--- src/sv/nsc_pkg.sv ---
package nsc_pkg;

  // ASCII codes the parser reacts to.
  localparam logic [7:0] ChDollar  = 8'h24;
  localparam logic [7:0] ChNewline = 8'h0A;
  localparam logic [7:0] ChStar    = 8'h2A;
  localparam logic [7:0] ChComma   = 8'h2C;
  localparam logic [7:0] ChZero    = 8'h30;
  localparam logic [7:0] ChUpperA  = 8'h41;
  localparam logic [7:0] ChUpperC  = 8'h43;
  localparam logic [7:0] ChUpperG  = 8'h47;
  localparam logic [7:0] ChUpperM  = 8'h4D;
  localparam logic [7:0] ChUpperR  = 8'h52;

  // Configuration register indexes.
  localparam logic CfgGgaFixField    = 1'b0;
  localparam logic CfgRmcStatusField = 1'b1;

  localparam logic [3:0] GgaFixReset    = 4'd6;
  localparam logic [3:0] RmcStatusReset = 4'd2;

  // Class of a received byte, decided in the front part.
  typedef enum logic [2:0] {
    CLS_OTHER,
    CLS_DOLLAR,
    CLS_NEWLINE,
    CLS_STAR,
    CLS_COMMA
  } byte_class_e;

  typedef enum logic [1:0] {
    KIND_OTHER = 2'd0,
    KIND_GGA   = 2'd1,
    KIND_RMC   = 2'd2
  } sentence_kind_e;

  // One classified byte as it travels through the queue.
  typedef struct packed {
    logic [7:0]  data;
    byte_class_e cls;
  } byte_word_t;

  // Queue status reported by the queue to the front and the back.
  typedef struct packed {
    logic full;
    logic empty;
  } fifo_status_t;

  typedef struct packed {
    logic [3:0] gga_fix_field;
    logic [3:0] rmc_status_field;
  } cfg_t;

  // Upper-case hex digit for the low nibble of its argument.
  function automatic logic [7:0] hex_char(input logic [3:0] nib);
    logic [7:0] ch;
    if (nib < 4'd10) begin
      ch = ChZero + {4'd0, nib};
    end else begin
      ch = ChUpperA + {4'd0, nib} - 8'd10;
    end
    return ch;
  endfunction

  function automatic byte_class_e classify(input logic [7:0] b);
    byte_class_e c;
    case (b)
      ChDollar:  c = CLS_DOLLAR;
      ChNewline: c = CLS_NEWLINE;
      ChStar:    c = CLS_STAR;
      ChComma:   c = CLS_COMMA;
      default:   c = CLS_OTHER;
    endcase
    return c;
  endfunction

endpackage

--- src/sv/nsc_if.sv ---
// Byte channel into the checker.
interface nsc_byte_if;
  logic       valid;
  logic       ready;
  logic [7:0] rx_byte;

  modport source (output valid, output rx_byte, input ready);
  modport sink   (input valid, input rx_byte, output ready);
  modport mon    (input valid, input rx_byte, input ready);
endinterface

// Result channel out of the checker.
interface nsc_res_if;
  logic       valid;
  logic       ready;
  logic [1:0] sentence_kind;
  logic       checksum_good;
  logic [7:0] captured_char;
  logic       position_valid;
  logic [7:0] computed_sum;

  modport source (output valid, output sentence_kind, output checksum_good,
                  output captured_char, output position_valid, output computed_sum,
                  input ready);
  modport sink   (input valid, input sentence_kind, input checksum_good,
                  input captured_char, input position_valid, input computed_sum,
                  output ready);
  modport mon    (input valid, input sentence_kind, input checksum_good,
                  input captured_char, input position_valid, input computed_sum,
                  input ready);
endinterface

--- src/sv/nmea_sentence_checker_top.sv ---
// NMEA sentence checker. One received byte is accepted per cycle on rx_i while
// the queue has room, and a result word appears on res_o for each newline that
// ends a sentence: sentence kind, checksum verdict, the captured GGA fix or RMC
// status character, a position-valid flag and the computed XOR sum. A byte
// passes the classify register and then the queue before the parser takes it,
// and the parser loads the result register at the edge at which it takes the
// newline. The sustained rate is one byte per cycle while no result word is
// stalled on res_o.
// A result waiting on res_o stalls only the parser; the queue of Depth words
// and the classify stage keep taking bytes until they fill. Depth must be a
// power of two. Configuration should be written only while no sentence is in
// flight, because a write takes effect at once.
module nmea_sentence_checker_top
  import nsc_pkg::*;
#(
  parameter int unsigned Depth = 4
) (
  input  logic       clk_i,
  input  logic       rst_ni,
  input  logic       cfg_we_i,
  input  logic       cfg_idx_i,
  input  logic [3:0] cfg_data_i,
  nsc_byte_if.sink   rx_i,
  nsc_res_if.source  res_o
);

  fifo_status_t fifo_status;
  logic         push, pop;
  byte_word_t   push_word, pop_word;

  nsc_front u_front (
    .clk_i         (clk_i),
    .rst_ni        (rst_ni),
    .rx_i          (rx_i),
    .fifo_status_i (fifo_status),
    .push_o        (push),
    .word_o        (push_word)
  );

  nsc_fifo #(
    .Depth (Depth)
  ) u_fifo (
    .clk_i    (clk_i),
    .rst_ni   (rst_ni),
    .push_i   (push),
    .word_i   (push_word),
    .pop_i    (pop),
    .word_o   (pop_word),
    .status_o (fifo_status)
  );

  nsc_back u_back (
    .clk_i      (clk_i),
    .rst_ni     (rst_ni),
    .cfg_we_i   (cfg_we_i),
    .cfg_idx_i  (cfg_idx_i),
    .cfg_data_i (cfg_data_i),
    .empty_i    (fifo_status.empty),
    .word_i     (pop_word),
    .pop_o      (pop),
    .res_o      (res_o)
  );

endmodule

--- src/sv/nsc_front.sv ---
module nsc_front
  import nsc_pkg::*;
(
  input  logic         clk_i,
  input  logic         rst_ni,
  nsc_byte_if.sink     rx_i,
  input  fifo_status_t fifo_status_i,
  output logic         push_o,
  output byte_word_t   word_o
);

  logic       stage_valid_q;
  byte_word_t stage_word_q;

  // The stage pushes its byte whenever it holds one and the queue has room.
  assign push_o     = stage_valid_q && !fifo_status_i.full;
  assign word_o     = stage_word_q;
  assign rx_i.ready = !stage_valid_q || !fifo_status_i.full;

  // Control of the classify stage.
  always_ff @(posedge clk_i or negedge rst_ni) begin
    if (!rst_ni) begin
      stage_valid_q <= 1'b0;
    end else if (rx_i.ready) begin
      stage_valid_q <= rx_i.valid;
    end
  end

  // Classified word; loaded with every accepted byte.
  always_ff @(posedge clk_i) begin
    if (rx_i.valid && rx_i.ready) begin
      stage_word_q.data <= rx_i.rx_byte;
      stage_word_q.cls  <= classify(rx_i.rx_byte);
    end
  end

endmodule

--- src/sv/nsc_fifo.sv ---
module nsc_fifo
  import nsc_pkg::*;
#(
  parameter int unsigned Depth = 4
) (
  input  logic         clk_i,
  input  logic         rst_ni,
  input  logic         push_i,
  input  byte_word_t   word_i,
  input  logic         pop_i,
  output byte_word_t   word_o,
  output fifo_status_t status_o
);

  localparam int unsigned AddrW = (Depth > 1) ? $clog2(Depth) : 1;

  byte_word_t           mem_q [Depth];
  logic [AddrW:0]       wptr_q, rptr_q;
  logic [AddrW-1:0]     waddr, raddr;

  assign waddr = wptr_q[AddrW-1:0];
  assign raddr = rptr_q[AddrW-1:0];

  assign status_o.empty = (wptr_q == rptr_q);
  assign status_o.full  = (wptr_q[AddrW] != rptr_q[AddrW]) && (waddr == raddr);
  assign word_o         = mem_q[raddr];

  // Pointers wrap with one extra bit to tell full from empty.
  always_ff @(posedge clk_i or negedge rst_ni) begin
    if (!rst_ni) begin
      wptr_q <= '0;
      rptr_q <= '0;
    end else begin
      if (push_i) begin
        wptr_q <= wptr_q + 1'b1;
      end
      if (pop_i) begin
        rptr_q <= rptr_q + 1'b1;
      end
    end
  end

  // Storage.
  always_ff @(posedge clk_i) begin
    if (push_i) begin
      mem_q[waddr] <= word_i;
    end
  end

endmodule

--- src/sv/nsc_back.sv ---
module nsc_back
  import nsc_pkg::*;
(
  input  logic         clk_i,
  input  logic         rst_ni,
  input  logic         cfg_we_i,
  input  logic         cfg_idx_i,
  input  logic [3:0]   cfg_data_i,
  input  logic         empty_i,
  input  byte_word_t   word_i,
  output logic         pop_o,
  nsc_res_if.source    res_o
);

  typedef enum logic [1:0] {
    PH_IDLE,
    PH_BODY,
    PH_SUM
  } phase_e;

  cfg_t       cfg_q;
  phase_e     phase_q, phase_d;
  logic [7:0] xor_q, xor_d;
  logic [2:0] pos_q, pos_d;
  logic [1:0] km_q, km_d;
  logic [3:0] fc_q, fc_d;
  logic [7:0] held_gga_q, held_gga_d;
  logic [7:0] held_rmc_q, held_rmc_d;
  logic       gga_got_q, gga_got_d;
  logic       rmc_got_q, rmc_got_d;
  logic       afs_q, afs_d;
  logic       fdo_q, fdo_d;
  logic       dok_q, dok_d;

  logic       out_valid_q, out_valid_d;
  logic [1:0] kind_q, kind_d;
  logic       good_q, good_d;
  logic [7:0] cap_q, cap_d;
  logic       pvalid_q, pvalid_d;
  logic [7:0] sum_q, sum_d;
  logic       emit;

  logic [2:0]     body_pos;
  logic [7:0]     b;
  sentence_kind_e kind;

  // A byte is taken whenever a result slot is free or being drained.
  assign pop_o = !empty_i && (!out_valid_q || res_o.ready);
  assign b     = word_i.data;

  assign res_o.valid          = out_valid_q;
  assign res_o.sentence_kind  = kind_q;
  assign res_o.checksum_good  = good_q;
  assign res_o.captured_char  = cap_q;
  assign res_o.position_valid = pvalid_q;
  assign res_o.computed_sum   = sum_q;

  assign body_pos = (pos_q == 3'd7) ? 3'd7 : pos_q + 3'd1;

  // Sentence kind as it stands when the sentence ends.
  always_comb begin
    if (phase_q == PH_BODY && pos_q < 3'd5) begin
      kind = KIND_OTHER;
    end else if (km_q[0]) begin
      kind = KIND_GGA;
    end else if (km_q[1]) begin
      kind = KIND_RMC;
    end else begin
      kind = KIND_OTHER;
    end
  end

  // Parser next state.
  always_comb begin
    phase_d    = phase_q;
    xor_d      = xor_q;
    pos_d      = pos_q;
    km_d       = km_q;
    fc_d       = fc_q;
    held_gga_d = held_gga_q;
    held_rmc_d = held_rmc_q;
    gga_got_d  = gga_got_q;
    rmc_got_d  = rmc_got_q;
    afs_d      = afs_q;
    fdo_d      = fdo_q;
    dok_d      = dok_q;
    emit       = 1'b0;
    kind_d     = kind_q;
    good_d     = good_q;
    cap_d      = cap_q;
    pvalid_d   = pvalid_q;
    sum_d      = sum_q;

    if (pop_o) begin
      if (word_i.cls == CLS_DOLLAR) begin
        phase_d    = PH_BODY;
        xor_d      = '0;
        pos_d      = '0;
        km_d       = 2'b11;
        fc_d       = '0;
        held_gga_d = '0;
        held_rmc_d = '0;
        gga_got_d  = 1'b0;
        rmc_got_d  = 1'b0;
        afs_d      = 1'b1;
        fdo_d      = 1'b0;
        dok_d      = 1'b0;
      end else if (phase_q != PH_IDLE) begin
        if (word_i.cls == CLS_NEWLINE) begin
          emit     = 1'b1;
          kind_d   = kind;
          good_d   = (phase_q == PH_SUM) && dok_q;
          sum_d    = xor_q;
          cap_d    = '0;
          pvalid_d = 1'b0;
          if (kind == KIND_GGA) begin
            cap_d    = held_gga_q;
            pvalid_d = (held_gga_q != 8'd0) && (held_gga_q != ChZero);
          end else if (kind == KIND_RMC) begin
            cap_d    = held_rmc_q;
            pvalid_d = (held_rmc_q == ChUpperA);
          end
          phase_d = PH_IDLE;
        end else if (phase_q == PH_BODY) begin
          if (word_i.cls == CLS_STAR) begin
            if (pos_q < 3'd5) begin
              km_d = 2'b00;
            end
            pos_d   = '0;
            phase_d = PH_SUM;
          end else begin
            xor_d = xor_q ^ b;
            pos_d = body_pos;
            // Name letters three to five select GGA or RMC.
            case (body_pos)
              3'd3: begin
                if (b != ChUpperG) km_d[0] = 1'b0;
                if (b != ChUpperR) km_d[1] = 1'b0;
              end
              3'd4: begin
                if (b != ChUpperG) km_d[0] = 1'b0;
                if (b != ChUpperM) km_d[1] = 1'b0;
              end
              3'd5: begin
                if (b != ChUpperA) km_d[0] = 1'b0;
                if (b != ChUpperC) km_d[1] = 1'b0;
              end
              default: begin
              end
            endcase
            // Capture the first character of the selected fields.
            if (afs_q) begin
              if (fc_q == cfg_q.gga_fix_field && !gga_got_q) begin
                gga_got_d = 1'b1;
                if (word_i.cls != CLS_COMMA) held_gga_d = b;
              end
              if (fc_q == cfg_q.rmc_status_field && !rmc_got_q) begin
                rmc_got_d = 1'b1;
                if (word_i.cls != CLS_COMMA) held_rmc_d = b;
              end
              afs_d = 1'b0;
            end
            if (word_i.cls == CLS_COMMA) begin
              if (fc_q != 4'd15) fc_d = fc_q + 4'd1;
              afs_d = 1'b1;
            end
          end
        end else begin
          // Two checksum digits after the star, then ignore until newline.
          if (pos_q == 3'd0) begin
            fdo_d = (b == hex_char(xor_q[7:4]));
            pos_d = 3'd1;
          end else if (pos_q == 3'd1) begin
            dok_d = fdo_q && (b == hex_char(xor_q[3:0]));
            pos_d = 3'd2;
          end
        end
      end
    end

    if (emit) begin
      out_valid_d = 1'b1;
    end else if (res_o.ready) begin
      out_valid_d = 1'b0;
    end else begin
      out_valid_d = out_valid_q;
    end
  end

  // Parser state, configuration and result valid.
  always_ff @(posedge clk_i or negedge rst_ni) begin
    if (!rst_ni) begin
      cfg_q.gga_fix_field    <= GgaFixReset;
      cfg_q.rmc_status_field <= RmcStatusReset;
      phase_q     <= PH_IDLE;
      xor_q       <= '0;
      pos_q       <= '0;
      km_q        <= 2'b11;
      fc_q        <= '0;
      held_gga_q  <= '0;
      held_rmc_q  <= '0;
      gga_got_q   <= 1'b0;
      rmc_got_q   <= 1'b0;
      afs_q       <= 1'b0;
      fdo_q       <= 1'b0;
      dok_q       <= 1'b0;
      out_valid_q <= 1'b0;
    end else begin
      if (cfg_we_i) begin
        case (cfg_idx_i)
          CfgGgaFixField:    cfg_q.gga_fix_field    <= cfg_data_i;
          CfgRmcStatusField: cfg_q.rmc_status_field <= cfg_data_i;
          default: begin
          end
        endcase
      end
      phase_q     <= phase_d;
      xor_q       <= xor_d;
      pos_q       <= pos_d;
      km_q        <= km_d;
      fc_q        <= fc_d;
      held_gga_q  <= held_gga_d;
      held_rmc_q  <= held_rmc_d;
      gga_got_q   <= gga_got_d;
      rmc_got_q   <= rmc_got_d;
      afs_q       <= afs_d;
      fdo_q       <= fdo_d;
      dok_q       <= dok_d;
      out_valid_q <= out_valid_d;
    end
  end

  // Result word register.
  always_ff @(posedge clk_i) begin
    kind_q   <= kind_d;
    good_q   <= good_d;
    cap_q    <= cap_d;
    pvalid_q <= pvalid_d;
    sum_q    <= sum_d;
  end

endmodule

--- src/flat_wrapper.sv ---
// flat-port wrapper written by rule: the top's interface ports become plain ports
module nmea_sentence_checker_top_flat import nsc_pkg::*;
#(
  parameter int unsigned Depth = 4
)
  (clk_i, rst_ni, cfg_we_i, cfg_idx_i, cfg_data_i, rx_i_valid, rx_i_rx_byte, rx_i_ready, res_o_valid, res_o_sentence_kind, res_o_checksum_good, res_o_captured_char, res_o_position_valid, res_o_computed_sum, res_o_ready);
  nsc_byte_if rx_i_i ();
  nsc_res_if res_o_i ();
  input  logic clk_i;
  input  logic rst_ni;
  input  logic cfg_we_i;
  input  logic cfg_idx_i;
  input  logic [3:0] cfg_data_i;
  input wire logic [$bits(rx_i_i.valid)-1:0] rx_i_valid;
  input wire logic [$bits(rx_i_i.rx_byte)-1:0] rx_i_rx_byte;
  output wire logic [$bits(rx_i_i.ready)-1:0] rx_i_ready;
  output wire logic [$bits(res_o_i.valid)-1:0] res_o_valid;
  output wire logic [$bits(res_o_i.sentence_kind)-1:0] res_o_sentence_kind;
  output wire logic [$bits(res_o_i.checksum_good)-1:0] res_o_checksum_good;
  output wire logic [$bits(res_o_i.captured_char)-1:0] res_o_captured_char;
  output wire logic [$bits(res_o_i.position_valid)-1:0] res_o_position_valid;
  output wire logic [$bits(res_o_i.computed_sum)-1:0] res_o_computed_sum;
  input wire logic [$bits(res_o_i.ready)-1:0] res_o_ready;
  assign rx_i_i.valid = rx_i_valid;
  assign rx_i_i.rx_byte = rx_i_rx_byte;
  assign rx_i_ready = rx_i_i.ready;
  assign res_o_valid = res_o_i.valid;
  assign res_o_sentence_kind = res_o_i.sentence_kind;
  assign res_o_checksum_good = res_o_i.checksum_good;
  assign res_o_captured_char = res_o_i.captured_char;
  assign res_o_position_valid = res_o_i.position_valid;
  assign res_o_computed_sum = res_o_i.computed_sum;
  assign res_o_i.ready = res_o_ready;
  nmea_sentence_checker_top #(.Depth(Depth)) u_core (.clk_i(clk_i), .rst_ni(rst_ni), .cfg_we_i(cfg_we_i), .cfg_idx_i(cfg_idx_i), .cfg_data_i(cfg_data_i), .rx_i(rx_i_i), .res_o(res_o_i));
endmodule
--- config.mk ---
export PLATFORM = sky130hd
export DESIGN_NAME = nmea_sentence_checker_top_flat
export DESIGN_NICKNAME = d
export VERILOG_FILES = /design/src/sv/nsc_pkg.sv /design/src/sv/nsc_if.sv /design/src/sv/nmea_sentence_checker_top.sv /design/src/sv/nsc_front.sv /design/src/sv/nsc_fifo.sv /design/src/sv/nsc_back.sv /design/src/flat_wrapper.sv
export SDC_FILE = /design/constraint.sdc
export NUM_CORES = 1
export LEC_CHECK = 0
export BUFFER_PORTS_ARGS = -buffer_cell sky130_fd_sc_hd__buf_2
export CAP_MARGIN = 20
export CORE_MARGIN = 1.5
export CORE_UTILIZATION = 65
export CTS_BUF_LIST = sky130_fd_sc_hd__clkbuf_16
export DETAILED_ROUTE_END_ITERATION = 7
export GPL_TIMING_DRIVEN = 1
export PLACE_DENSITY = 0.93
export SYNTH_ARGS = -nofsm -noshare
export SYNTH_HDL_FRONTEND = slang
export SYNTH_SLANG_ARGS = --single-unit
--- constraint.sdc ---
create_clock -name clk_i -period 4.7 [get_ports clk_i]
set_input_delay 0.705 -clock clk_i [delete_from_list [all_inputs] [get_ports clk_i]]
set_output_delay 0.705 -clock clk_i [all_outputs]
set_load 0.01 [all_outputs]
==> results of run 1 <==
## cell usage in the layout, fill, tap and decap left out, types with 3 or more instances in the layout
cell type,n
inv_6,4
xor2_1,10
dfrtp_1,51
xnor2_1,11
nand2_1,41
a22o_1,9
ha_1,12
nor4_1,5
a21oi_1,14
mux2i_1,14
mux2_2,29
dfstp_2,5
and2_1,15
nand4_1,4
clkinvlp_4,3
clkbuf_16,18
nor4b_1,10
nand3b_1,4
inv_1,18
nor2b_1,5
mux4_2,11
nand2b_1,14
nor3b_1,5
a31oi_1,5
and3_1,3
o31ai_1,8
buf_4,4
edfxtp_1,75
o41ai_1,4
nor3_1,8
nor2_1,20
o21ai_0,12
nand3_1,8
buf_2,39
## path summary, 6_finish.rpt
kind                                          from                             endpoint  slack (ps)  depth (start not counted)
max in group asynchronous                   rst_ni               u_core.u_back.cfg_q[4]        3790                          2
min in group clk_i                      rx_i_valid         u_core.u_front.stage_valid_q         480                          2
hold / removal                              rst_ni          u_core.u_back.held_gga_q[1]         420                          2
setup / recovery           u_core.u_fifo.rptr_q[1]                  u_core.u_back.afs_q        1490                          5
hold reg to reg             u_core.u_back.xor_q[0]  u_core.u_back.res_o.computed_sum[0]         490                          0
setup reg to reg           u_core.u_fifo.rptr_q[1]                  u_core.u_back.afs_q        1490                          5
## routing by layer
metal  part of all wire, %  wire length [um]  up-vias
met5                     0                 0        -
met4                   5.3               826        0
li1                      -                 -     1935
met3                   8.5              1330       84
met2                    49              7680      297
met1                    37              5730     2192
## sequential cells by signal, summed over array words and instances, names as in the netlist, 2 cells and up
signal,count
u_core.u_back.cfg_q,8
u_core.u_back.held_rmc_q,8
u_core.u_back.res_o.captured_char,8
u_core.u_fifo.mem_q,44
u_core.u_back.km_q,2
u_core.u_back.fc_q,4
u_core.u_back.res_o.computed_sum,8
u_core.u_back.xor_q,8
u_core.u_back.res_o.sentence_kind,2
u_core.u_fifo.rptr_q,3
u_core.u_front.word_o,11
u_core.u_back.pos_q,3
u_core.u_fifo.wptr_q,3
u_core.u_back.phase_q,2
u_core.u_back.held_gga_q,8
## area by class of cell
type,count,share of cell area (%)
sequential,131,50.3
multi-input combinational,323,35.1
clock buffer,18,6.20
timing repair buffer,43,3.10
tap,133,2.29
clock inverter,14,2.07
inverter,17,0.878
## cells in the mapped netlist, types with 11 or more instances
master	number	area (um2)
dfrtp_1	51	1280
mux2_2	29	327
nand2_1	41	154
ha_1	12	150
xnor2_1	11	96.3
nor2_1	20	75.1
mux4_2	11	248
nand2b_1	14	87.6
a21oi_1	14	70.1
o21ai_0	12	60.1
edfxtp_1	75	2250
mux2i_1	14	140
and2_1	15	93.8
inv_1	17	63.8
clkbuf_1	13	48.8
## stage by stage
step                instance area [um2]  hold slack, ps
global placement                   6670             458
global route                       7270             473
CTS                                7270             443
floorplan                          6410             409
detailed placement                 6670             478
finish                             7270             416
## power breakdown
part	internal, W	switching, W
clock network	0.000817	0.000525
logic	0.00107	0.00166
registers	0.00168	0.000357
## kinds of logic after synthesis
kind of cell    Yosys count  share of synthesized area [%]
buf+inv                  41                           3.07
mux                      55                           11.3
simple gates            155                           13.6
fa+ha+maj                12                           2.34
compound gates           80                           9.69
flops                   131                           57.1
xor+xnor                 21                           2.87
## worst register-to-register path, stage by stage, from the launching register on
cell	delay, ps
dfrtp_1	840
mux4_2	600
nand2b_1	500
a21oi_2	550
or3_4	260
mux2_1	350
==> results.sh, run 1 <==
export IMPL_status="finished clean"
export IMPL_cts_setup_buffers=0
export IMPL_pre_cts_ws_ps=1730
export IMPL_die_w_um=102
export IMPL_cp_slowest_cell="dfrtp_1"
export IMPL_synthCells=495
export IMPL_place_congestion=0.929
export IMPL_clk_pin_slew_worst_paths_ps=60
export IMPL_leakage_nw=2.83
export IMPL_synth_edff_count=75
export IMPL_dp_cells=647
export IMPL_final_setup_tns_ps=0
export IMPL_arrival_ps=3510
export IMPL_row_count=36
export IMPL_fin_cells=679
export IMPL_top_usage_layer="met2"
export IMPL_grtUsageTotal_pct=32.6
export IMPL_port_buffers=39
export IMPL_yosys_warnings=0
export IMPL_critPathLaunchType="register"
export IMPL_final_util_pct=75.1
export IMPL_clock_fmax_mhz=311
export IMPL_clock_latency_ps=420
export IMPL_area_growth_syn_to_layout_pct=13.5
export IMPL_grt_overflow=0
export IMPL_drive_gt1_share_pct=24.7
export IMPL_grt_pass1_vias=4592
export IMPL_multiInputGateArea_um2=2550
export IMPL_synth_fp_nets=525
export IMPL_cts_resized=0
export IMPL_synth_seq_cells=131
export IMPL_antenna_found_initial=0
export IMPL_grt_use_met1_pct=39.8
export IMPL_total_power_w=0.00611
export IMPL_n_fill_cell=549
export IMPL_ctsHoldBuffers=0
export IMPL_critPathTopFamily="multiplexers"
export IMPL_maxSlewHeadroom_pct=46.4
export IMPL_die_area_um2=10500
export IMPL_synth_distinct_cells=66
export IMPL_worstSetupPathType="reg -> reg"
export IMPL_min_period_over_period_pct=68.4
export IMPL_wl_per_cell_um=22.9
export IMPL_syn_cell_area_um2=6410
export IMPL_grt_max_degree=57
export IMPL_syn_avg_cell_area_um2=12.9
export IMPL_drc=0
export IMPL_crit_required_ps=5000
export IMPL_io_pins=40
export IMPL_dr_pass1_iters=6
export IMPL_path_buf_inv=0
export IMPL_drt_iter0_drc=515
export IMPL_antenna_left=0
export IMPL_yosys_most_used_dff="edfxtp_1"
export IMPL_final_max_slew_viol_count=0
export IMPL_power_density_nw_per_um2=840
export IMPL_final_nets=563
export IMPL_hold_viol_final=0
export IMPL_core_um2=9680
export IMPL_cts_buffer_depth=2
export IMPL_setup_viol=0
export IMPL_cts_root_buf="clkbuf_16"
export IMPL_hp_class="in -> async"
export IMPL_initial_core_util_pct=66.1
export IMPL_path_cells="mux4_2 > nand2b_1 > a21oi_2 > or3_4 > mux2_1"
export IMPL_routed_wl_mm=15.6
export IMPL_tightest_slew_ps=803
export IMPL_critPathMaxStageDelay_ps=840
export IMPL_seq_area_um2=3660
export IMPL_fp_dieH_um=102
export IMPL_cts_sinks=131
export IMPL_path_max_fanout=15
export IMPL_fin_ws_ps=1490
export IMPL_hpwl_mm=8.83
export IMPL_numCtsBuffers=17
export IMPL_async_reset_ff_share_pct=42.7
export IMPL_vias_per_cell=6.64
export IMPL_period_minus_slack_ps=3210
export IMPL_yosysSeqAreaShare_pct=57.1
export IMPL_grt_first_pass_wirelength_mm=24.8
export IMPL_finClkSkew_ps=8.02
export IMPL_rsz0062_at_grt="false"
export IMPL_grt_util_met2_pct=52.0
export IMPL_cts_tree="done"
export IMPL_cap_viol_max_count=0
export IMPL_dr_total_vias=4508
export IMPL_grtUsageMet3_pct=9.23
export IMPL_diodes=0
export IMPL_peakVddDrop_v=0.000528
export IMPL_end_kind="register"
export IMPL_htreeDepth=4
Power figures use the tool's default switching activity.
==> inputs of run 2 (changes only) <==
- ABC_AREA: default -> 1
- CORE_UTILIZATION: 65 -> 55
- PLACE_DENSITY: 0.93 -> 0.84
- clock period: 4.7 -> 2.8 ns (I/O delays scaled with it)
==> run 2 against run 1 <==
  * Clock-buffer cell count is 1 lower
  * Final area rose by 1.4%
  * Critical endpoint is now u_core.u_back.fdo_q
  * Largest power group unchanged
  * Die area is 18% higher
==> results.sh, run 2 <==
export IMPL_cp_startpoint="u_core.u_fifo.rptr_q[1]"
export IMPL_layout_common_cells="231 x nand2_1, 75 x edfxtp_1, 68 x inv_1"
export IMPL_drt_iter0_drc=330
export IMPL_routed_wl_mm=13.2
export IMPL_yosys_most_used_dff="edfxtp_1"
export IMPL_cts_buffer_depth=2
export IMPL_cts_root_buf="clkbuf_16"
export IMPL_crit_required_ps=3170
export IMPL_wl_per_cell_um=14.7
export IMPL_cts_sinks=131
export IMPL_core_um2=11400
export IMPL_power_density_nw_per_um2=1320
export IMPL_vias_per_cell=5.49
export IMPL_ctsHoldBuffers=0
export IMPL_worstSetupPathType="reg -> reg"
export IMPL_fin_ws_ps=361
export IMPL_cts_resized=0
export IMPL_clock_fmax_mhz=410
export IMPL_syn_avg_cell_area_um2=9.27
export IMPL_cts_tree="done"
export IMPL_row_count=39
export IMPL_regMostFlops="u_core.u_fifo.mem_q"
export IMPL_synth_distinct_cells=42
export IMPL_path_buf_inv=3
export IMPL_synth_edff_count=75
export IMPL_yosysTopAreaCellShare_pct=34.9
export IMPL_clk_pin_slew_worst_paths_ps=60
export IMPL_synth_seq_cells=131
export IMPL_r2r_start="u_core.u_fifo.rptr_q[1]"
export IMPL_clock_latency_ps=430
export IMPL_synth_commonest_cells="231 x nand2_1, 75 x edfxtp_1, 68 x inv_1, 57 x nand3_1, 52 x nor2_1"
export IMPL_min_period_over_period_pct=87.1
export IMPL_antenna_found_initial=0
export IMPL_status="finished clean"
export IMPL_numCtsBuffers=17
export IMPL_hpwl_mm=9.28
export IMPL_grt_max_degree=57
export IMPL_final_setup_tns_ps=0
export IMPL_pre_cts_ws_ps=432
export IMPL_path_cells="inv_2 > nand3_1 > nand2_1 > nand3_4 > buf_4 > inv_1 > nor2_1 > nand3_1 > nor2_1 > nand2_1 > nand2_1"
export IMPL_synth_fp_nets=726
export IMPL_dr_total_vias=4955
export IMPL_final_max_slew_viol_count=0
export IMPL_grtUsageTotal_pct=22.7
export IMPL_hold_viol_final=0
export IMPL_initial_core_util_pct=56.5
export IMPL_tightest_slew_ps=821
export IMPL_crit_top_cell="nand2_1"
export IMPL_period_minus_slack_ps=2440
export IMPL_syn_cell_area_um2=6450
export IMPL_grt_first_pass_wirelength_mm=22.3
export IMPL_setup_viol=0
export IMPL_drive_gt1_share_pct=17.5
export IMPL_io_pins=40
export IMPL_critPathMaxStageDelay_ps=730
export IMPL_hp_class="in -> async"
export IMPL_dr_pass1_iters=5
export IMPL_fp_dieH_um=111
export IMPL_die_w_um=111
export IMPL_peakVddDrop_v=0.000684
export IMPL_critPathLaunchType="register"
export IMPL_yosys_warnings=0
export IMPL_path_max_fanout=19
export IMPL_port_buffers=39
export IMPL_critPathTopFamily="simple AND/OR/NAND/NOR gates"
export IMPL_yosysSeqAreaShare_pct=56.7
export IMPL_final_nets=776
export IMPL_cts_setup_buffers=0
export IMPL_drc=0
export IMPL_end_kind="register"
export IMPL_diodes=0
export IMPL_synth_area_leaders="edfxtp_1 35%, dfrtp_1 20%, nand2_1 13%"
export IMPL_synth_most_common_cell="nand2_1"
export IMPL_place_congestion=0.965
export IMPL_synthCells=696
export IMPL_maxSlewHeadroom_pct=45.0
export IMPL_die_area_um2=12400
export IMPL_area_growth_syn_to_layout_pct=14.3
export IMPL_largest_register_ffs=44
export IMPL_final_common_cell="nand2_1"
export IMPL_async_reset_ff_share_pct=42.7
export IMPL_cap_viol_max_count=0
export IMPL_leakage_nw=3.38
export IMPL_rsz0062_at_grt="false"
export IMPL_htreeDepth=4
export IMPL_finClkSkew_ps=7.37
export IMPL_cp_slowest_cell="dfrtp_1"
export IMPL_grt_overflow=0
export IMPL_yosysTopAreaCell="edfxtp_1"
export IMPL_arrival_ps=2810
export IMPL_antenna_left=0
export IMPL_grt_pass1_vias=4836
[run 2: cell type report]
type / instances / area, um2
inverter: 73 / 277
tap: 143 / 179
fill: 889 / 4050
multi-input combinational: 476 / 2390
clock buffer: 17 / 425
clock inverter: 15 / 183
sequential: 131 / 3660
timing repair buffer: 47 / 255
[run 2: power by group]
group / switching [W] / total, W / internal, W
clock: 0.000861 / 0.00226 / 0.00140
combinational: 0.00286 / 0.00417 / 0.00131
sequential: 0.000462 / 0.00326 / 0.00280
total: 0.00419 / 0.00970 / 0.00551
[run 2: per-stage QoR]
stage | area (um2) | cells | power (W) | utilization (%) | hold WS, ps
after floorplan | 6460 | 696 | 0.00642 | - | 124
after global placement | 6770 | 870 | 0.00720 | 59.2 | 465
after detailed placement | 6770 | 870 | 0.00739 | 59.2 | 468
after CTS | 7370 | 902 | 0.00968 | 64.6 | 149
after global routing | 7370 | 902 | 0.0104 | 64.6 | 174
final | 7370 | 902 | 0.00970 | 64.6 | 133
[run 2: final timing paths]
path	cells after the start	to	slack (ps)
min in group clk_i	1	u_core.u_front.word_o[8]	190
hold / removal	2	u_core.u_back.fc_q[0]	130
hold reg to reg	2	u_core.u_back.km_q[1]	480
setup reg to reg	11	u_core.u_back.fdo_q	360
max in group asynchronous	2	u_core.u_fifo.wptr_q[1]	2200
setup / recovery	11	u_core.u_back.fdo_q	360
[run 2: per-layer routing]
layer,wire length [um],track usage [%],share of wire [%]
met1,5400,27.3,41
met5,0,0,0
met2,6800,38.8,51
met4,300,10.6,2.3
met3,728,5.41,5.5
[run 2: kinds of logic after synthesis]
family,Yosys count,share of synthesized area [%]
AND/OR/NAND/NOR,374,24.8
flip-flops,131,56.7
buffers and inverters,89,6.23
AO/OA/AOI/OAI,78,8.18
XOR/XNOR,12,1.75
adder cells (fa/ha/maj),12,2.33
